<file path="config.mk">
export PLATFORM = sky130hd
export DESIGN_NAME = gvv_isqrt
export DESIGN_NICKNAME = d
export VERILOG_FILES = /design/src/rtl/goal_velocity_vector_macros.svh /design/src/rtl/gvv_isqrt.sv
export SDC_FILE = /design/constraint.sdc
export NUM_CORES = 2
export LEC_CHECK = 0
export ABC_CLOCK_PERIOD_IN_PS = 6000
export BUFFER_PORTS_ARGS = -buffer_cell sky130_fd_sc_hd__buf_2
export CAP_MARGIN = 5
export CORE_ASPECT_RATIO = 1.2
export CORE_MARGIN = 3
export CORE_UTILIZATION = 64
export CTS_CLUSTER_SIZE = 25
export DETAILED_ROUTE_END_ITERATION = 16
export HOLD_SLACK_MARGIN = 0.03
export MAX_ROUTING_LAYER = met4
export PLACE_DENSITY = 0.87
export SETUP_SLACK_MARGIN = 0.4
export SKIP_CTS_REPAIR_TIMING = 1
export SYNTH_ARGS = -nofsm -noshare
export SYNTH_HDL_FRONTEND = slang
export SYNTH_SLANG_ARGS = --single-unit
</file>
<file path="constraint.sdc">
create_clock -name clk -period 6 [get_ports clk]
set_input_delay 1.8 -clock clk [delete_from_list [all_inputs] [get_ports clk]]
set_output_delay 1.8 -clock clk [all_outputs]
set_load 0.02 [all_outputs]
</file>
<file path="src/rtl/goal_velocity_vector_macros.svh">
// assertion macros shared by the goal velocity vector rtl
`ifndef GOAL_VELOCITY_VECTOR_MACROS_SVH
`define GOAL_VELOCITY_VECTOR_MACROS_SVH

// same-cycle implication, masked during reset
`define GVV_ASSERT_IMPLY(label, clk, rst, a, b) \
  label: assert property (@(posedge clk) disable iff (rst) (a) |-> (b)) \
    else $error("goal velocity vector check failed");

// next-cycle implication, masked during reset
`define GVV_ASSERT_NEXT(label, clk, rst, a, b) \
  label: assert property (@(posedge clk) disable iff (rst) (a) |=> (b)) \
    else $error("goal velocity vector check failed");

`endif

</file>
<file path="src/rtl/gvv_isqrt.sv">
// pipelined digit-by-digit integer square root, one root bit per stage
module gvv_isqrt #(
  parameter int IN_W   = 64,
  parameter int SIDE_W = 4
) (
  input  logic              clk,
  input  logic              en,
  input  logic [IN_W-1:0]   din,
  input  logic [SIDE_W-1:0] side_in,
  output logic [IN_W/2-1:0] root,
  output logic [SIDE_W-1:0] side_out
);

  localparam int RW = IN_W / 2;
  localparam int EW = RW + 2;
  localparam int SW = IN_W + EW + RW;

  // bring down two radicand bits, try (root << 2) | 1
  function automatic logic [SW-1:0] sq_step(logic [SW-1:0] s);
    logic [IN_W-1:0] x;
    logic [EW-1:0]   rem;
    logic [EW-1:0]   rsh;
    logic [EW-1:0]   trial;
    logic [RW-1:0]   r;
    x     = s[SW-1 -: IN_W];
    rem   = s[RW +: EW];
    r     = s[RW-1:0];
    rsh   = {rem[RW-1:0], x[IN_W-1 -: 2]};
    trial = {r, 2'b01};
    if (rsh >= trial) begin
      rem = rsh - trial;
      r   = {r[RW-2:0], 1'b1};
    end else begin
      rem = rsh;
      r   = {r[RW-2:0], 1'b0};
    end
    x = x << 2;
    return {x, rem, r};
  endfunction

  logic [SW-1:0]     st      [RW];
  logic [SW-1:0]     st_next [RW];
  logic [SIDE_W-1:0] side_s  [RW];

  always_comb begin
    st_next[0] = sq_step({din, EW'(0), RW'(0)});
    for (int k = 1; k < RW; k++) begin
      st_next[k] = sq_step(st[k-1]);
    end
  end

  // stage registers and side data
  always_ff @(posedge clk) begin
    if (en) begin
      st        <= st_next;
      side_s[0] <= side_in;
      for (int k = 1; k < RW; k++) begin
        side_s[k] <= side_s[k-1];
      end
    end
  end

  assign root     = st[RW-1][RW-1:0];
  assign side_out = side_s[RW-1];

endmodule

</file>
# [Yosys cells after proc, flatten, opt, wreduce, memory -nomap -nowiden]
# Memory sizes are Yosys's and may differ from the RTL's.
# Cells that the tools add are included.
[totals] regBits=3039 out_inout_bits=36 n_memories=1 mem_bits_rw=128 inputBits=70
[mem_list] name="side_s" words=32 width=4 rd=32 rd_ports_with_merged_regs=0 write_ports=32 line="gvv_isqrt.sv:43" source="logic [SIDE_W-1:0] side_s [RW];"
[op_classes] magnitude_cmp=32 muxes=65 n_addsub=31
[ops] cell="34-bit greater-or-equal comparator" n=31
[ops] cell="34-bit two-way mux" n=30
[ops] cell="34-bit subtractor" n=30
[ops] cell="1-bit two-way mux" n=34
[ops] cell="2-bit by 1-bit subtractor with 3-bit output, second input constant" n=1
[ops] cell="2-bit by 1-bit greater-or-equal comparator with 1-bit output, second input constant" n=1
[ops] cell="2-bit two-way mux" n=1

# [Longest topological paths before layout]
[logic_depth] ltp_word=2 ltp_mapped=14 depth_no_buf=13

# [Worst setup path before layout]
# Ideal clock, no wire load.
[synth_timing] kind="register to register" start="register st[2520] in the netlist's numbering" end="register st[2397] in the netlist's numbering, data pin" arrival_time_ns=3.359 path_stages_with_launch=11 period_less_slack_ns=3.631 t_required_ns=5.729 setup_time_ns=0.271 setup_slack_ns=2.369 cell_sequence="edfxtp_1 > or4_1 > or3_1 > or3_1 > or4_1 > or3_1 > or3_1 > o21a_1 > buf_2 > nor4bb_1 > xor2_1"
[synth_lines] item="from (decl)" line="gvv_isqrt.sv:41" source="logic [SW-1:0] st [RW];"
[synth_lines] item="from (signal assigned)" line="gvv_isqrt.sv:55" source="st <= st_next;"

==> results.yml <==
power_and_ir_drop:
  sw_frac_of_total_pct: 28.9
  p_switching_w: 0.0147
  vdd_drop_max_uv: 301
  internal-power_w: 0.0361
  power_density_nw_per_um2: 389
  pwr-share-seq_pct: 48.2
  clock_power_share_pct: 30.3
  pwr-share-comb_pct: 21.5
  power_leakage_nw: 49.9
yosys:
  most_numerous_cell_in_the_yosys_netlist: "edfxtp_1"
  post_synth_num_cell_types: 83
  synth-seq-area-share_pct: 65.5
  yosys.area.top_type_share_pct: 65.5
  post_synth_xor_area_fraction_pct: 5.83
  main_combinational_cell_family_by_area_after_synthesis: "simple AND/OR/NAND/NOR gates"
  yosys.area_share.simple_pct: 9.53
  syn_area_per_cell_um2: 13.2
  yosys_warnings: 0
  synth_seq_cells: 2593
  dominantRegCellSynth: "edfxtp_1"
  synth_area_leaders: "edfxtp_1 65%, ha_1 5.9%, xnor2_1 2.9%"
  compound_gate_portion_of_the_synthesized_area_pct: 9.27
  number_of_flops_mapped_to_enable_cells_by_yosys: 2593
  postSynth.asyncResetShare_pct: 0
  yosysTopAreaCell: "edfxtp_1"
  post_synth_fa_ha_maj_area_fraction_pct: 5.90
  synth_mux_area_share_pct: 0.896
  synthCells: 9038
  netlist_area_um2: 119000
  postSynthNetCount: 9669
  synth_common_cells: "2593 x edfxtp_1, 711 x inv_1, 667 x nand2_1, 561 x ha_1, 527 x o21ai_0"
finish:
  count_of_fill_cells_added_during_filler_insertion: 11600
  layout-area-overhead-vs-synth_pct: 10.1
  final_cells: 11900
  final_layout_size_suffix_gt1_share_pct: 8.00
  final_nets: 9898
grt:
  grt_antenna_before_repair: 1
  grtUsageTotal_pct: 26.9
  first_global_vias: 73400
  grt_first_pass_wirelength_um: 394000
  total_congestion_overflow_after_global_routing: 0
  grt_start_max_net_pins: 138
timing:
  timing.clock.skew_ns: 0.0888
  final_min_period_over_clock_period_pct: 73.8
  actual_slew_at_the_worst_max_slew_pin_ns: 1.31
  min_period_ns: 4.43
  slew_headroom_pct: 12.0
  setup_viol: 0
  setup_total_negative_slack_ns: 0
  number_of_hold_violations_in_the_final_report: 0
  rsz_0062_raised_after_global_routing: "no"
  setup_ws_ns: 1.57
  fin_worst_hold_slack_ns: 0.383
  upper_clock_frequency_limit_mhz: 226
  slew_viol_final: 0
clock_tree:
  worstSkewPairLatency_ns: 0.89
  cts_sinks: 2593
  cts-buffers-inserted: 236
  clk_pin_slew_worst_paths_ns: 0.07
  root_buffer: "clkbuf_16"
  clock_tree.htree_level_count: 4
  tritoncts: "built"
  cts-root-to-sink-buffers: 3
route:
  dr_total_vias: 72900
  drc_errors: 0
  detail_route.wl_per_cell_um: 21.0
  drt_first_iter_violations: 6865
  detail_route.vias_per_cell: 6.12
  detailed_routing_iterations_pass_1: 7
  ant_nets: 0
  wl_um: 250000
setup_path:
  arrival_ns: 5.01
  critical-path-max-stage-delay_ns: 0.73
  crit_slowest_cell: "nor3_4"
  endpoint_kind: "flop"
  worstPathRequired_ns: 6.58
  critical-path-top-cell-by-count: "or4_1"
  worstSetupStartpointType: "flop"
  timing.critical_path.cells: "or4_1, or3_1, or4_1, or3_1, or4_1, nor3_4, inv_2, nand3_2, nor4_1, xor2_1"
  path_class: "reg2reg"
  cp_top_family: "simple AND/OR/NAND/NOR gates"
  crit_path_max_fanout: 23
  critical_path_buf_inv_count: 1
die:
  initial_util_pct: 64.7
  core_area_um2: 184000
  die_y_um: 478
  design.portCount: 106
  floorplan.die.width_um: 399
  floorplan.die_area_um2: 191000
  core.rowCount: 172
placement:
  port_buffers: 105
  gp_congestion: 0.942
  place.detailed.instances: 11500
  post-dp-hpwl_um: 174000
  place_worst_setup_slack_ns: 1.68
job:
  drv.max_cap_violation_count: 0
min_path:
  timing.hold.worst.class: "reg2reg"
run_status:
  status: "finished clean"
## flip-flops by register name (all words and copies together) (netlist names)
signal	flops
side_s	128
root	32
st	2433
## path summary, 6_finish.rpt
| path | from | endpoint | slack (ns) | depth (start not counted) |
|---|---|---|---|---|
| max reg2reg | st[3170] | st[3043] | 1.57 | 10 |
| min reg2reg | st[1809] | st[1681] | 0.38 | 0 |
| max | st[3170] | st[3043] | 1.57 | 10 |
| min | st[1809] | st[1681] | 0.38 | 0 |
## area by class of cell
| type | instances | area [um^2] | area share (%) |
|---|---|---|---|
| flip-flops and latches | 2593 | 77900 | 59.5 |
| multi-input cells | 5508 | 37500 | 28.6 |
| clock buffers | 268 | 6030 | 4.61 |
| well taps | 2436 | 3050 | 2.33 |
| inverters | 713 | 2680 | 2.05 |
| clock inverters | 171 | 2040 | 1.56 |
| repair buffers | 215 | 1700 | 1.30 |
| diodes | 2 | 5.00 | 0.00382 |
## placed cells by master, fill, tap and decap left out, types with 51 or more instances in the layout
master / netlist / final
a21o_1: 228 / 228
a21oi_1: 491 / 489
a31oi_1: 62 / 61
and3_1: 59 / 59
buf_2: 6 / 104
buf_4: 36 / 84
clkbuf_16: 0 / 236
edfxtp_1: 2593 / 2593
ha_1: 561 / 561
inv_1: 711 / 711
mux2_2: 83 / 83
nand2_1: 667 / 667
nand2b_1: 109 / 109
nand3_1: 155 / 155
nand4_1: 101 / 101
nor2_1: 447 / 447
nor2b_1: 86 / 86
nor3_1: 180 / 177
nor4_1: 134 / 131
o21a_1: 83 / 83
o21ai_0: 527 / 526
o21bai_1: 51 / 51
o31ai_1: 66 / 66
or3_1: 87 / 87
xnor2_1: 398 / 398
xor2_1: 393 / 393
## through the flow
| step | power (W) | utilization [%] | area (um^2) |
|---|---|---|---|
| 6_report | 0.0509 | 71.2 | 131000 |
| 4_1_cts | 0.0510 | 71.2 | 131000 |
| 5_1_grt | 0.0531 | 71.2 | 131000 |
| 3_5_place_dp | 0.0355 | 66.8 | 123000 |
| 3_3_place_gp | 0.0350 | 66.8 | 123000 |
| 2_1_floorplan | 0.0320 | - | 119000 |
## per-layer routing
| layer | track usage, % | up-vias | part of all wire [%] |
|---|---|---|---|
| li1 | - | 33900 | - |
| met1 | 30.2 | 35300 | 37 |
| met2 | 47.2 | 2886 | 53 |
| met3 | 3.52 | 839 | 5.0 |
| met4 | 13.4 | 0 | 5.5 |
| met5 | - | - | 0 |
## power groups by stage
stage | clock network, W | logic [W] | registers, W
2_1_floorplan | 0 | 0.00795 | 0.0241
3_3_place_gp | 0 | 0.0103 | 0.0247
3_5_place_dp | 0 | 0.0106 | 0.0248
4_1_cts | 0.0157 | 0.0108 | 0.0245
5_1_grt | 0.0164 | 0.0120 | 0.0247
6_report | 0.0154 | 0.0109 | 0.0245
## logic make-up (layout without fill, tap and decap cells)
kind of cell,count (synthesis),count (layout)
buf+inv,937,1367
other cells,1,3
xor+xnor,791,791
mux,96,96
compound gates,1785,1785
simple gates,2274,2274
flops,2593,2593
fa+ha+maj,561,561
(Power assumes the default switching activity.)
