<file path="config.mk">
export PLATFORM = sky130hd
export DESIGN_NAME = gvv_div
export DESIGN_NICKNAME = d
export VERILOG_FILES = /design/src/rtl/goal_velocity_vector_macros.svh /design/src/rtl/gvv_div.sv
export SDC_FILE = /design/constraint.sdc
export NUM_CORES = 2
export LEC_CHECK = 0
export BUFFER_PORTS_ARGS = -buffer_cell sky130_fd_sc_hd__buf_4
export CORE_UTILIZATION = 35
export DETAILED_ROUTE_END_ITERATION = 7
export PLACE_DENSITY_LB_ADDON = 0.15
export SKIP_LAST_GASP = 1
export SYNTH_ARGS = -nofsm -noshare
export SYNTH_HDL_FRONTEND = slang
export SYNTH_SLANG_ARGS = --single-unit
</file>
<file path="constraint.sdc">
create_clock -name clk -period 4.65 [get_ports clk]
set_input_delay 0.465 -clock clk [delete_from_list [all_inputs] [get_ports clk]]
set_output_delay 0.465 -clock clk [all_outputs]
set_load 0.01 [all_outputs]
</file>
<file path="src/rtl/goal_velocity_vector_macros.svh">
// assertion macros shared by the goal velocity vector rtl
`ifndef GOAL_VELOCITY_VECTOR_MACROS_SVH
`define GOAL_VELOCITY_VECTOR_MACROS_SVH

// same-cycle implication, masked during reset
`define GVV_ASSERT_IMPLY(label, clk, rst, a, b) \
  label: assert property (@(posedge clk) disable iff (rst) (a) |-> (b)) \
    else $error("goal velocity vector check failed");

// next-cycle implication, masked during reset
`define GVV_ASSERT_NEXT(label, clk, rst, a, b) \
  label: assert property (@(posedge clk) disable iff (rst) (a) |=> (b)) \
    else $error("goal velocity vector check failed");

`endif

</file>
<file path="src/rtl/gvv_div.sv">
// pipelined restoring divider, one quotient bit per stage
module gvv_div #(
  parameter int NUM_W = 46,
  parameter int DEN_W = 32,
  parameter int Q_W   = 16
) (
  input  logic             clk,
  input  logic             en,
  input  logic [NUM_W-1:0] num,
  input  logic [DEN_W-1:0] den,
  output logic [Q_W-1:0]   quo
);

  localparam int WW = (NUM_W > DEN_W + Q_W) ? NUM_W : DEN_W + Q_W;
  localparam int SW = NUM_W + DEN_W + Q_W;

  // subtract den << sh when it fits
  function automatic logic [SW-1:0] div_step(logic [SW-1:0] s, int unsigned sh);
    logic [NUM_W-1:0] rem;
    logic [DEN_W-1:0] d;
    logic [Q_W-1:0]   q;
    logic [WW-1:0]    dsh;
    logic             qbit;
    rem  = s[SW-1 -: NUM_W];
    d    = s[Q_W +: DEN_W];
    q    = s[Q_W-1:0];
    dsh  = WW'(d) << sh;
    qbit = (WW'(rem) >= dsh);
    if (qbit) begin
      rem = NUM_W'(WW'(rem) - dsh);
    end
    q = {q[Q_W-2:0], qbit};
    return {rem, d, q};
  endfunction

  logic [SW-1:0] st      [Q_W];
  logic [SW-1:0] st_next [Q_W];

  always_comb begin
    st_next[0] = div_step({num, den, Q_W'(0)}, Q_W - 1);
    for (int k = 1; k < Q_W; k++) begin
      st_next[k] = div_step(st[k-1], Q_W - 1 - k);
    end
  end

  always_ff @(posedge clk) begin
    if (en) begin
      st <= st_next;
    end
  end

  assign quo = st[Q_W-1][Q_W-1:0];

endmodule

</file>
Word-level counts from Yosys, hierarchy flattened
Index checks and enable logic that the tools add are counted.

storage, ports and cells
  register bits after elaboration = 1306
  bits in latches = 0
  RAM bits = 0
  ROM bits = 0
  bits of input ports = 80
  output and inout bits = 16
  word-level logic and storage cells = 62
  memories = 0

cells by class
  add/sub/neg operators = 15
  $mul = 0
  div/mod/pow operators = 0
  $lt $le $gt $ge = 16
  equal/unequal tests = 0
  shift operators = 0
  muxes and demuxes = 15
  bitwise gates (word level) = 0
  reduce and logical (&&, ||, !) cells = 0

operator list
  operator                                      number
  2-to-1 mux 46 bit                             15
  subtractor 46 bit                             2
  greater-or-equal comparator 46 x 47 -> 1 bit  1
  greater-or-equal comparator 46 x 32 -> 1 bit  1
  greater-or-equal comparator 46 x 33 -> 1 bit  1
  greater-or-equal comparator 46 x 34 -> 1 bit  1
  greater-or-equal comparator 46 x 35 -> 1 bit  1
  greater-or-equal comparator 46 x 36 -> 1 bit  1
  greater-or-equal comparator 46 x 37 -> 1 bit  1
  greater-or-equal comparator 46 x 38 -> 1 bit  1
  greater-or-equal comparator 46 x 39 -> 1 bit  1
  greater-or-equal comparator 46 x 40 -> 1 bit  1
  greater-or-equal comparator 46 x 41 -> 1 bit  1
  greater-or-equal comparator 46 x 42 -> 1 bit  1
  greater-or-equal comparator 46 x 43 -> 1 bit  1
  greater-or-equal comparator 46 x 44 -> 1 bit  1
  greater-or-equal comparator 46 x 45 -> 1 bit  1
  greater-or-equal comparator 46 bit            1
  subtractor 46 x 33 -> 46 bit                  1
  subtractor 46 x 34 -> 46 bit                  1
  subtractor 46 x 35 -> 46 bit                  1
  subtractor 46 x 36 -> 46 bit                  1
  subtractor 46 x 37 -> 46 bit                  1
  subtractor 46 x 38 -> 46 bit                  1
  7 further kinds                               7

Logic depth before layout (Yosys ltp)
  depth in word-level cells = 2
  mapped depth = 17
  depth with buffers taken out = 15

Least setup slack after synthesis
Ideal clock, no wire load.

  kind = input -> register
  start point = input port num[15]
  end point = register st[1475] in the netlist's numbering, data pin
  setup time = 0.260 ns
  arrival time = 3.498 ns
  data required time = 4.390 ns
  path slack = 0.892 ns
  stages = 16
  path buffers = 1
  path through = inv_1 ha_1 inv_1 fa_1 a21o_1 a21oi_1 o21ai_0 a31oi_1 nand3_2 a221oi_4 o21ai_2 a2111oi_2 o41a_1 o21ai_4 buf_12 mux2_4

RTL lines
  item                  RTL line       source
  from (decl)           gvv_div.sv:9   input logic [NUM_W-1:0] num,
  to (signal assigned)  gvv_div.sv:48  st <= st_next;
  to (decl)             gvv_div.sv:36  logic [SW-1:0] st [Q_W];

==> results.md <==
* Outcome: finished clean
* Core area at approximately 0.21 mm^2
* Routability Congestion at 0.901
* Worst vdd ir at around 0.00040 V
* Htree depth at 4
* Starting Density at 35.3%
* Pin count of the biggest net entering global routing at approximately 140
* Relative slew slack at 35.9%
* Worst path bufs/invs at 1
* Ys flop type: edfxtp_1
* Actual transition at the worst max-transition pin at 0.962 ns
* Critical path fanouts, max at 4
* Avg WL per Cell at 16.9 um
* Critical path required time at 5.16 ns
* Synth unique cells at 95
* Setup TNS at 0 ns
* Max-slew violation count at 0
* Worst Skew at 0.0211 ns
* First-pass GRT wire length at about 260000 um
* Routed wire length at 167000 um
* Max Cap Violations at 0
* RSZ-0062 raised after global routing: no
* CTS root buf: clkbuf_16
* TritonCTS clock tree: built
* Die width at around 460 um
* IO Port Bufs at 95
* ANT cells at 0
* Die height at 460 um
* Critical path, cell by cell: inv_1 > ha_1 > nor2b_1 > o31a_1 > o21ai_1 > a2111oi_0 > nor3_1 > o21ai_1 > o311a_1 > o211ai_1 > nand2_1 > a2111oi_0 > xor2_1
* Avg Inst Size Synth at 11.0 um^2
* Crit path max-delay family: compound AO/OA/AOI/OAI gates
* Post-route DRC at 0
* Total iterations of the first detailed-routing run at 6
* HPWL after DPL at 129000 um
* CTS max path bufs at 3
* Total track usage at between 10% and 20%
* Fmax at 230 MHz
* Sequential element share of the synthesized area at 53.4%
* Initial DRC Count at 2294
* Share of post-route cells with drive strength above 1 at 8.43%
* Fin crit share at 93.6%
* Nets at 7551
* Gr ovfl total at 0
* Kind of critical path: reg -> reg
* Via count at a little under 50000
* Worst-Skew Late Latency at 0.79 ns
* Area grow syn2layout at 14.5%
* Mapped cell area at 0.0734 mm^2
* Final ANT Viol Nets at 0
* Total number of yosys warnings at 0
* Worst path slowest cell: nor3_1
* Util after Layout at 40.4%
* Shortest period the worst path allows at 4.35 ns
* Cell Pwr Density at 606 mW/mm^2
* Vias in the first global route at 50535
* Leak Pwr at 0.0334 uW
* Gate Count Post-Synth at 6663
* Vias per cell at slightly below 5
* Hold Crit Class: in -> reg
* Post-synth EDFFs at about 1300
* Worst path arrival time at 4.86 ns
* Worst-path clk slew at roughly 0.06 ns
* Max incr delay on CP at 0.58 ns
* Final setup fails at 0
* # clock sinks at 1306
* Rows at 167
* # IOs at 96
* CTS buffer count at 158
* Fillcell total at 19690
* Antenna violations before repair at 2
* CP Capture Type: register
* Worst Setup Start Kind: register
* Net Count, Synth at 7269
* Post-CTS Resized at 0
* Final worst-path setup slack at 0.299 ns
* Full die area at about 0.21 mm^2
* Fin. Hold Viols at 0
* Setup WS pre-CTS at 0.238 ns
* Post-synth ARST share at 0%
* Synth Register Bits at 1306
[kinds of logic (layout without fill, tap and decap cells)]
| group | Yosys count | after routing | share of synthesized area [%] |
|---|---|---|---|
| simple gates | 1621 | 1621 | 10.6 |
| buf+inv | 837 | 1245 | 4.53 |
| compound gates | 1781 | 1781 | 14.9 |
| xor+xnor | 497 | 497 | 5.93 |
| flops | 1306 | 1306 | 53.4 |
| mux | 95 | 95 | 1.63 |
| fa+ha+maj | 526 | 526 | 9.11 |
[metrics by stage]
stage / instances / hold WS, ns / total power, uW / area, um^2
after floorplan: 6663 / 0.400 / 33300 / 73400
after global placement: 9495 / 0.400 / 38800 / 78200
after detailed placement: 9495 / 0.405 / 39000 / 78200
after CTS: 9859 / 0.242 / 51400 / 84100
after global routing: 9859 / 0.281 / 54400 / 84100
final: 9859 / 0.279 / 50900 / 84100
[flip-flops by register name (all words and copies together) (netlist names)]
| signal | count |
|---|---|
| st | 1290 |
| quo | 16 |
[worst reg2reg max path: cells and delay by family, from the launching register on]
| family | cells | cell delay [ns] |
|---|---|---|
| AOI/OAI and AO/OA | 7 | 2.31 |
| and+or+nand+nor | 3 | 0.85 |
| DFF | 1 | 0.41 |
| adders and majority gates | 1 | 0.25 |
| xor gates and xnor gates | 1 | 0.13 |
| buffers and inverters | 1 | 0.12 |
[final timing paths]
kind,start,cells after the start,slack (ns),to
max,st[1051],13,0.30,st[1033]
min,en,1,0.28,st[241]
max reg2reg,st[1051],13,0.30,st[1033]
min reg2reg,st[665],0,0.40,st[572]
[power breakdown]
group | internal [uW] | total (uW) | switching (uW)
registers | 16900 | 18500 | 1560
logic | 8800 | 20400 | 11600
clock network | 7230 | 12000 | 4780
[layout by cell type, fill, tap and decap left out, types with 104 or more instances in the layout]
master        n
a21o_1      239
edfxtp_1   1306
nand4_1     104
xnor2_1     276
buf_4       202
nand2_1     557
a21oi_1     574
nor2_1      367
o21ai_0     496
nand3_1     109
xor2_1      221
clkbuf_16   167
inv_1       651
ha_1        511
[synth_stat cells, types with 11 or more instances]
cell type / number / share of area, %
edfxtp_1: 1306 / 53
inv_1: 651 / 3.3
a21oi_1: 578 / 3.9
nand2_1: 557 / 2.8
ha_1: 511 / 8.7
o21ai_0: 496 / 3.4
nor2_1: 367 / 1.9
xnor2_1: 276 / 3.3
a21o_1: 240 / 2.5
xor2_1: 221 / 2.6
clkbuf_1: 122 / 0.62
nand3_1: 109 / 0.74
nand4_1: 104 / 0.89
nor3_1: 100 / 0.68
nor2b_1: 78 / 0.66
nand2b_1: 74 / 0.63
o21bai_1: 67 / 0.68
mux2_2: 54 / 0.83
o21a_1: 54 / 0.55
a31oi_1: 51 / 0.43
nor4_1: 47 / 0.40
and3_1: 41 / 0.35
a211oi_1: 39 / 0.40
mux2_4: 35 / 0.72
o31ai_1: 29 / 0.30
buf_2: 27 / 0.18
o211ai_1: 27 / 0.28
or3_1: 26 / 0.22
buf_4: 21 / 0.21
and2_1: 20 / 0.17
or4_1: 16 / 0.16
a221oi_1: 15 / 0.18
fa_1: 15 / 0.41
and4_1: 14 / 0.17
nor4b_1: 14 / 0.17
or2_2: 14 / 0.12
a211o_1: 13 / 0.16
o31a_1: 13 / 0.16
nand3b_1: 12 / 0.12
nand4b_1: 12 / 0.14
o21ai_1: 12 / 0.082
a2111oi_0: 11 / 0.13
a21boi_0: 11 / 0.11
a221o_1: 11 / 0.15
[final cells by class]
type                            instances  area [um^2]  area share [%]
Clock buffer                          195         4280            5.10
Clock inverter                         91          788           0.937
Inverter                              652         2450            2.91
Multi-Input combinational cell       4520        31000            36.9
Sequential cell                      1306        39200            46.6
Tap cell                             2788         3490            4.15
Timing Repair Buffer                  307         2850            3.38
[routing by layer]
metal | track usage (%) | up-vias | wire length (um)
met5 | 0 | - | 0
met4 | 9.62 | 0 | 10400
met3 | 2.28 | 457 | 4430
met2 | 30.6 | 847 | 89000
met1 | 15.1 | 22734 | 63200
li1 | - | 24969 | -
[what timing repair did]
action / in CTS / in global routing
buffers inserted: 0 / 0
hold buffers: 78 / 0
endpoints found under the hold margin: 78 / 0
Note: power is estimated with default switching activity, not from simulation.
