$ cat src/rtl/goal_velocity_vector_macros.svh
// assertion macros shared by the goal velocity vector rtl
`ifndef GOAL_VELOCITY_VECTOR_MACROS_SVH
`define GOAL_VELOCITY_VECTOR_MACROS_SVH

// same-cycle implication, masked during reset
`define GVV_ASSERT_IMPLY(label, clk, rst, a, b) \
  label: assert property (@(posedge clk) disable iff (rst) (a) |-> (b)) \
    else $error("goal velocity vector check failed");

// next-cycle implication, masked during reset
`define GVV_ASSERT_NEXT(label, clk, rst, a, b) \
  label: assert property (@(posedge clk) disable iff (rst) (a) |=> (b)) \
    else $error("goal velocity vector check failed");

`endif

$ cat src/rtl/gvv_pkg.sv
// shared types and constants of the goal velocity vector block
package gvv_pkg;

  // fixed field widths
  localparam int VEL_W     = 16;
  localparam int CFG_W     = 16;
  localparam int NORM_W    = 31;
  localparam int ROOT_IN_W = 64;
  localparam int ROOT_W    = 32;
  localparam int QUO_W     = 16;
  localparam int SINE_LAT  = 7;

  // unit length in q1.14
  localparam logic [15:0] UNIT_ONE = 16'd16384;

  // register indexes on the config port
  typedef enum logic [0:0] {
    REG_DEAD_ZONE    = 1'b0,
    REG_CONTROL_ZONE = 1'b1
  } gvv_reg_t;

  // per-word side flags
  typedef struct packed {
    logic neg_x;
    logic neg_y;
    logic dead;
    logic ramp;
  } gvv_flags_t;

  // taylor coefficients of sin(pi/2 x)/x, q30
  localparam logic [30:0] SIN_C1 = 31'd1686629713;
  localparam logic [30:0] SIN_C3 = 31'd693598668;
  localparam logic [30:0] SIN_C5 = 31'd85569306;
  localparam logic [30:0] SIN_C7 = 31'd5026995;
  localparam logic [30:0] SIN_C9 = 31'd172272;

endpackage

$ cat src/rtl/gvv_front.sv
// bias, zone tests, normalisation and squared norm of the direction
module gvv_front #(
  parameter int POS_WIDTH = 16,
  parameter int FRAC_BITS = 8
) (
  input  logic                        clk,
  input  logic                        en,
  input  logic signed [POS_WIDTH-1:0] pose_x,
  input  logic signed [POS_WIDTH-1:0] pose_y,
  input  logic signed [POS_WIDTH-1:0] goal_x,
  input  logic signed [POS_WIDTH-1:0] goal_y,
  input  logic signed [POS_WIDTH-1:0] offset_x,
  input  logic signed [POS_WIDTH-1:0] offset_y,
  input  logic [31:0]                 dz_sq,
  input  logic [31:0]                 cz_sq,
  output logic [63:0]                 n2,
  output logic [63:0]                 sq20,
  output logic [30:0]                 nx,
  output logic [30:0]                 ny,
  output gvv_pkg::gvv_flags_t         flags
);

  localparam int BW    = POS_WIDTH + 2;
  localparam int AW    = POS_WIDTH + 1;
  localparam int CW    = (AW < 31) ? AW : 31;
  localparam int CW2   = 2 * CW;
  localparam int SQW   = CW2 + 1;
  localparam int NSTEP = $clog2(AW);
  localparam int DLY   = NSTEP - 3;
  localparam int NSW   = 3 * AW;
  localparam logic [63:0] LIM_Q = ((64'd1 << (2 * FRAC_BITS)) - 64'd1) / 64'd10000;

  // one leading-zero step: shift left by sh when the top sh bits are clear
  function automatic logic [NSW-1:0] nrm_step(logic [NSW-1:0] s, int unsigned sh);
    logic [AW-1:0] m;
    logic [AW-1:0] x;
    logic [AW-1:0] y;
    m = s[NSW-1 -: AW];
    x = s[2*AW-1 -: AW];
    y = s[AW-1:0];
    if ((m >> (AW - sh)) == '0) begin
      m = m << sh;
      x = x << sh;
      y = y << sh;
    end
    return {m, x, y};
  endfunction

  logic signed [BW-1:0] bx, by;
  logic [AW-1:0] ax, ay, amax;
  logic          neg_x, neg_y, big;
  logic [AW-1:0] ax_next, ay_next;

  // bias sum
  always_ff @(posedge clk) begin
    if (en) begin
      bx <= BW'(goal_x) - BW'(pose_x) + BW'(offset_x);
      by <= BW'(goal_y) - BW'(pose_y) + BW'(offset_y);
    end
  end

  // magnitudes, larger one and range check
  always_comb begin
    ax_next = bx[BW-1] ? AW'(-bx) : AW'(bx);
    ay_next = by[BW-1] ? AW'(-by) : AW'(by);
  end

  always_ff @(posedge clk) begin
    if (en) begin
      ax    <= ax_next;
      ay    <= ay_next;
      amax  <= (ax_next > ay_next) ? ax_next : ay_next;
      neg_x <= bx[BW-1];
      neg_y <= by[BW-1];
      big   <= ((((ax_next > ay_next) ? ax_next : ay_next) >> 31) != '0);
    end
  end

  // normalisation chain, one shift step per stage
  logic [NSW-1:0] nrm      [NSTEP];
  logic [NSW-1:0] nrm_next [NSTEP];

  always_comb begin
    nrm_next[0] = nrm_step({amax, ax, ay}, 32'(1) << (NSTEP - 1));
    for (int k = 1; k < NSTEP; k++) begin
      nrm_next[k] = nrm_step(nrm[k-1], 32'(1) << (NSTEP - 1 - k));
    end
  end

  always_ff @(posedge clk) begin
    if (en) begin
      nrm <= nrm_next;
    end
  end

  // squared length alongside: products, sum, zone compares
  logic [CW2-1:0] ax2, ay2;
  logic           big_a, big_b, negx_a, negy_a, negx_b, negy_b;
  logic [SQW-1:0] sq_b;
  gvv_pkg::gvv_flags_t fl_c;
  logic [63:0]    sq20_c;
  logic           dead_c;

  always_ff @(posedge clk) begin
    if (en) begin
      ax2    <= CW2'(CW'(ax)) * CW2'(CW'(ax));
      ay2    <= CW2'(CW'(ay)) * CW2'(CW'(ay));
      big_a  <= big;
      negx_a <= neg_x;
      negy_a <= neg_y;
      sq_b   <= SQW'(ax2) + SQW'(ay2);
      big_b  <= big_a;
      negx_b <= negx_a;
      negy_b <= negy_a;
    end
  end

  assign dead_c = !big_b && ((64'(sq_b) < 64'(dz_sq)) || (64'(sq_b) <= LIM_Q));

  always_ff @(posedge clk) begin
    if (en) begin
      fl_c.neg_x <= negx_b;
      fl_c.neg_y <= negy_b;
      fl_c.dead  <= dead_c;
      fl_c.ramp  <= !big_b && !dead_c && (64'(sq_b) < 64'(cz_sq));
      sq20_c     <= 64'(sq_b) << 20;
    end
  end

  // match the flags to the normalisation depth
  gvv_pkg::gvv_flags_t fl_d   [DLY];
  logic [63:0]         sq20_d [DLY];

  always_ff @(posedge clk) begin
    if (en) begin
      fl_d[0]   <= fl_c;
      sq20_d[0] <= sq20_c;
      for (int i = 1; i < DLY; i++) begin
        fl_d[i]   <= fl_d[i-1];
        sq20_d[i] <= sq20_d[i-1];
      end
    end
  end

  // bring the larger magnitude into [2^30, 2^31)
  logic [AW-1:0] jx, jy;
  logic [30:0]   nx_w, ny_w;

  assign jx = nrm[NSTEP-1][2*AW-1 -: AW];
  assign jy = nrm[NSTEP-1][AW-1:0];

  generate
    if (AW >= 31) begin : g_narrow
      assign nx_w = 31'(jx >> (AW - 31));
      assign ny_w = 31'(jy >> (AW - 31));
    end else begin : g_widen
      assign nx_w = 31'(jx) << (31 - AW);
      assign ny_w = 31'(jy) << (31 - AW);
    end
  endgenerate

  // squares of the normalised components, then their sum
  logic [61:0] px2, py2;
  logic [30:0] nx_f, ny_f;
  gvv_pkg::gvv_flags_t fl_f;
  logic [63:0] sq20_f;

  always_ff @(posedge clk) begin
    if (en) begin
      px2    <= 62'(nx_w) * 62'(nx_w);
      py2    <= 62'(ny_w) * 62'(ny_w);
      nx_f   <= nx_w;
      ny_f   <= ny_w;
      fl_f   <= fl_d[DLY-1];
      sq20_f <= sq20_d[DLY-1];
      n2     <= 64'(px2) + 64'(py2);
      nx     <= nx_f;
      ny     <= ny_f;
      flags  <= fl_f;
      sq20   <= sq20_f;
    end
  end

endmodule

$ cat config.mk
export PLATFORM = sky130hd
export DESIGN_NAME = gvv_front
export DESIGN_NICKNAME = d
export VERILOG_FILES = /design/src/rtl/goal_velocity_vector_macros.svh /design/src/rtl/gvv_pkg.sv /design/src/rtl/gvv_front.sv
export SDC_FILE = /design/constraint.sdc
export NUM_CORES = 2
export LEC_CHECK = 0
export BUFFER_PORTS_ARGS = -buffer_cell sky130_fd_sc_hd__clkbuf_2
export CAP_MARGIN = 20
export CORE_MARGIN = 2
export CORE_UTILIZATION = 30
export CTS_BUF_LIST = sky130_fd_sc_hd__clkbuf_4
export DETAILED_ROUTE_END_ITERATION = 8
export PLACE_DENSITY_LB_ADDON = 0.25
export SLEW_MARGIN = 5
export SYNTH_ARGS = -nofsm -noshare
export SYNTH_HDL_FRONTEND = slang
export SYNTH_SLANG_ARGS = --single-unit
$ cat constraint.sdc
create_clock -name clk -period 19.76 [get_ports clk]
set_clock_uncertainty 0.1 [all_clocks]
set_input_delay 0.988 -clock clk [delete_from_list [all_inputs] [get_ports clk]]
set_output_delay 0.988 -clock clk [all_outputs]
set_load 0.02 [all_outputs]
# After elaboration in Yosys (flattened, before gate mapping)
# Memory sizes are Yosys's and may differ from the RTL's. A register that Yosys moved wholly into a read port is not among the register bits.
# Cells that the tools add are included.
classes:
  add_sub_neg: 8
  muxes: 19
  multipliers: 4
  reduce_logical: 8
  order_cmp: 4
ops:
  columns: ["operator", "count"]
  rows:
  - ["17-bit two-way mux", 17]
  - ["17-bit by 17-bit multiplier with 34-bit output", 4]
  - ["17-bit zero test", 5]
  - ["35-bit by 32-bit < comparator with 1-bit output", 2]
  - ["62-bit by 62-bit adder with 63-bit output", 1]
  - ["17-bit by 16-bit adder with 18-bit output", 2]
  - ["34-bit by 34-bit adder with 35-bit output", 1]
  - ["35-bit by 3-bit <= comparator with 1-bit output, second input constant", 1]
  - ["17-bit negation", 2]
  - ["16-bit by 16-bit subtractor with 17-bit output", 2]
  - ["17-bit greater-than comparator", 1]
  - ["1-bit two-way mux", 2]
  - ["1-bit logical AND", 1]
  - ["1-bit zero test", 1]
  - ["1-bit logical OR", 1]
totals:
  n_memories: 2
  ramBits: 136
  inputBits: 162
  register_bits: 739
mem_list:
  columns: ["name", "depth", "width", "read_ports", "rd_ports_with_merged_regs", "write_ports", "line_no", "source"]
  rows:
  - ["sq20_d", 2, 64, 2, 1, 2, "gvv_front.sv:132", "logic [63:0] sq20_d [DLY];"]
  - ["fl_d", 2, 4, 2, 1, 2, "gvv_front.sv:131", "gvv_pkg::gvv_flags_t fl_d [DLY];"]

# Logic depth before layout (Yosys ltp)
logic_depth:
  depth_word: 4
  ltp_mapped: 26
  mapped_depth_nobuf: 25

# Worst setup path before layout
# OpenSTA, ideal clock, no wires.
synth_path:
  path_kind: "register -> register"
  start: "reg nrm, in the netlist jy[10]"
  end: "reg py2[61] (data pin)"
  path_slack_ns: 13.495
  n_path_buf: 1
  t_arrival_ns: 5.906
  required_ns: 19.400
  stages_incl_launch_ff: 24
  path_cell_list: "edfxtp_1 > clkbuf_1 > and2_1 > fa_1 > inv_1 > fa_1 > inv_1 > fa_1 > fa_1 > fa_1 > inv_1 > fa_1 > inv_1 > ha_1 > a21oi_1 > o21a_1 > o211ai_1 > nand2_1 > o21ai_0 > o41ai_2 > o21ai_1 > o21ba_2 > a21oi_1 > xnor2_1"
synth_via:
  elab_chain_len: 1
synth_lines:
  columns: ["element", "line_no", "source"]
  rows:
  - ["from (decl)", "gvv_front.sv:80", "logic [NSW-1:0] nrm [NSTEP];"]
  - ["from (signal assigned)", "gvv_front.sv:92", "nrm <= nrm_next;"]
  - ["17-bit by 17-bit multiplier with 34-bit output", "gvv_front.sv:171", "py2 <= 62'(ny_w) * 62'(ny_w);"]
  - ["to (signal assigned)", "gvv_front.sv:171", null]
  - ["to (decl)", "gvv_front.sv:163", "logic [61:0] px2, py2;"]
# No other way between the ends.
# A chain may end at the register's enable or synchronous reset.

# Final worst setup path
layout_path:
  start: "reg nrm, in the netlist jy[11]"
  end: "reg py2[61] (data pin)"
# The elaborated chain is that of the path after synthesis.

==> key figures <==
Clocking
  • Htree depth: 4
  • Root buffer cell: clkbuf_4
  • CTS tree: built
  • Clk Latency, worst-skew pair: 1.16 ns
  • Clk slew on worst S/H paths: 0.06 ns
  • CTS max path bufs: 3
  • Clock sinks: 752
  • Total CTS buffers: 208
  • Setup bufs post-CTS: 0

Routing
  • Detail Route Antenna Nets: 0
  • First DRT Iteration DRCs: 1972
  • Vias/cell: 4.360
  • Drt first pass iters: 5
  • Vias post-DR: 40350
  • WL/cell: 15.89 um
  • Residual DRC count: 0
  • WL final: 147.1 mm

Worst setup path
  • Type of origin of the critical path: register
  • Critical Path Stages: 20
  • Delay-heaviest family, CP: adder cells
  • R2R depth: 20
  • Worst Path Arrival: 7.92 ns
  • Buf/Inv on CP: 3
  • Crit-path most repeated cell: fa_1
  • Reg2reg setup slack: 12.60 ns
  • Critical Path Sink Type: register
  • Crit Path Class: reg2reg
  • CP cell instances: inv_1 > nor2_1 > fa_1 > fa_1 > fa_1 > fa_1 > fa_1 > inv_1 > fa_1 > inv_1 > ha_1 > nand3_1 > nor2_1 > nand2_1 > o21ai_0 > o41ai_2 > o21ai_1 > o21ba_2 > a21oi_1 > xnor2_1
  • Critical path's slowest cell: edfxtp_1
  • Worst-path fanout max: 15
  • Data required time of the worst path: 20.52 ns
  • Slowest stage delay, CP: 0.92 ns

Synth
  • Synth Cell Area: 65620 um2
  • Prevailing post-synth register cell: edfxtp_1
  • Yosys warns: 0
  • FF+latch count, synth: 752
  • Syn avg cell area: 11.20 um2
  • Post-synthesis sequential area ratio: 0.3441
  • Async S/R FF share, synth: 0
  • Post-Synthesis Cells: 5858
  • Cell variety after synth: 81
  • Post-synth EDFFs: 752

Placed design
  • Gpl congestion: 0.8340
  • Post-DP HPWL: 116.5 mm
  • Buffers on Ports: 269
  • Placed Cells: 8872

Finish
  • Commonest cells after routing, fill and taps aside: inv_1, fa_1, edfxtp_1, ha_1, nand2_1
  • Synth-to-layout area growth: 10.84%
  • Filler instances: 22080
  • Fin util: 0.3346
  • Nets: 7805
  • Layout cells sized above 1: 0.1258
  • Commonest non-fill, non-tap cell in the layout: inv_1
  • Non-Filler Instances: 9254

Timing
  • RSZ-0062 raised after global routing: no
  • Max Transition Viols Final: 0
  • Final hold violation count: 0
  • Setup-failing EPs final: 0
  • Final period util: 0.3624
  • F_max: 139.7 MHz
  • Max-slew headroom: 0.3185
  • Setup TNS: 0 ns
  • Worst slew pin tran: 1.022 ns
  • Fin crit period: 7.161 ns

Die
  • Initial core utilization: 0.3019
  • Core area: 217400 um2
  • Chip Width: 471.7 um
  • Num rows: 171
  • Die Ht: 471.7 um
  • Boundary Pins: 356
  • Die ar.: 222500 um2

Hold path
  • WHS Path Cells: 1
  • Worst Hold Class: in2reg

Global routing
  • Largest net degree at the start of global routing: 181
  • GRT overflow: 0
  • Initial antenna violation count: 5
  • Vias in the first global route: 43230
  • First-pass GRT wire length: 236.0 mm
  • Total track usage: 0.1340

Status
  • Outcome: finished clean

Flow run
  • Max Cap Viol: 0
[cell type report]
cell class	count	area, um2	area share
Clock buffer	299	2245	0.03086
Multi-Input combinational cell	3605	37100	0.5101
Inverter	1365	5124	0.07045
Timing Repair Buffer	298	1604	0.02205
Sequential cell	752	22580	0.3105
Clock inverter	73	485.5	0.006675
Tap cell	2854	3571	0.04910
Antenna cell	8	20.02	0.0002752
[stage by stage]
stage	setup slack, ns	cell area (um2)	hold WS [ns]
final	12.60	72730	0.2352
after detailed placement	12.68	69960	0.3045
after CTS	12.59	72710	0.04983
after global placement	12.80	69960	0.3007
after floorplan	13.49	65940	0.3003
after global routing	12.27	72730	0.07665
[cell usage after synthesis, types with 48 or more instances]
cell type  number  area share
buf_4          86      0.0098
ha_1          621        0.12
o21ai_0       103      0.0079
and2_1        238       0.023
nor2_1        167      0.0096
inv_1        1364       0.078
nand3_1        48      0.0037
a21oi_1       180       0.014
mux2_2        121       0.021
a21o_1        121       0.014
clkbuf_1      133      0.0076
xor2_1         78       0.010
nor2b_1        78      0.0074
xnor2_1       180       0.024
fa_1          792        0.24
nand2_1       418       0.024
edfxtp_1      752        0.34
[per-layer routing]
metal  GRT usage  wire (um)  vias to the layer above
met1      0.1847      70140                    19840
met4     0.03789       3078                        2
li1            -          -                    19530
met5           0         13                        -
met3     0.02074       5124                      197
met2      0.2177      68730                      780
[final timing paths]
| check | start | end |
|---|---|---|
| min reg2reg | sq20_d[0][53] | sq20_d[1][53] |
| max | jy[11] | py2[61] |
| max reg2reg | jy[11] | py2[61] |
| min | en | sq20[32] |
[logic make-up (layout without fill, tap and decap cells)]
kind of cell,count (synthesis),count (layout),synth area share
multiplexers,124,124,0.02122
XOR/XNOR,258,258,0.03444
buffers and inverters,1586,2035,0.09564
AO/OA/AOI/OAI,601,601,0.06048
adder cells (fa/ha/maj),1413,1413,0.3600
flip-flops,752,752,0.3441
other,1,94,0.00005715
AND/OR/NAND/NOR,1123,1123,0.08399
[flip-flops by register name (all words and copies together), names as in the netlist, 8 cells and up]
register and cells:
sq20 35, amax 17, ny_f 17, n2 35, sq20_f 35, px2 32, nx_f 17, ax 17
nx 17, nrm 162, bx 18, ay 17, sq20_c 35, jy 17, ay2 33, by 18
py2 32, sq20_d 70, fl_d 8, jx 17, ax2 33, sq_b 35, ny 17
[what timing repair did]
item,CTS,global route
hold buffers,2,0
hold endpoints to repair,2,0
gates resized for setup,0,0
Power is left out: the tool's default activity adds up to more than one toggle a clock period on the data nets, which glitch-free logic cannot reach.
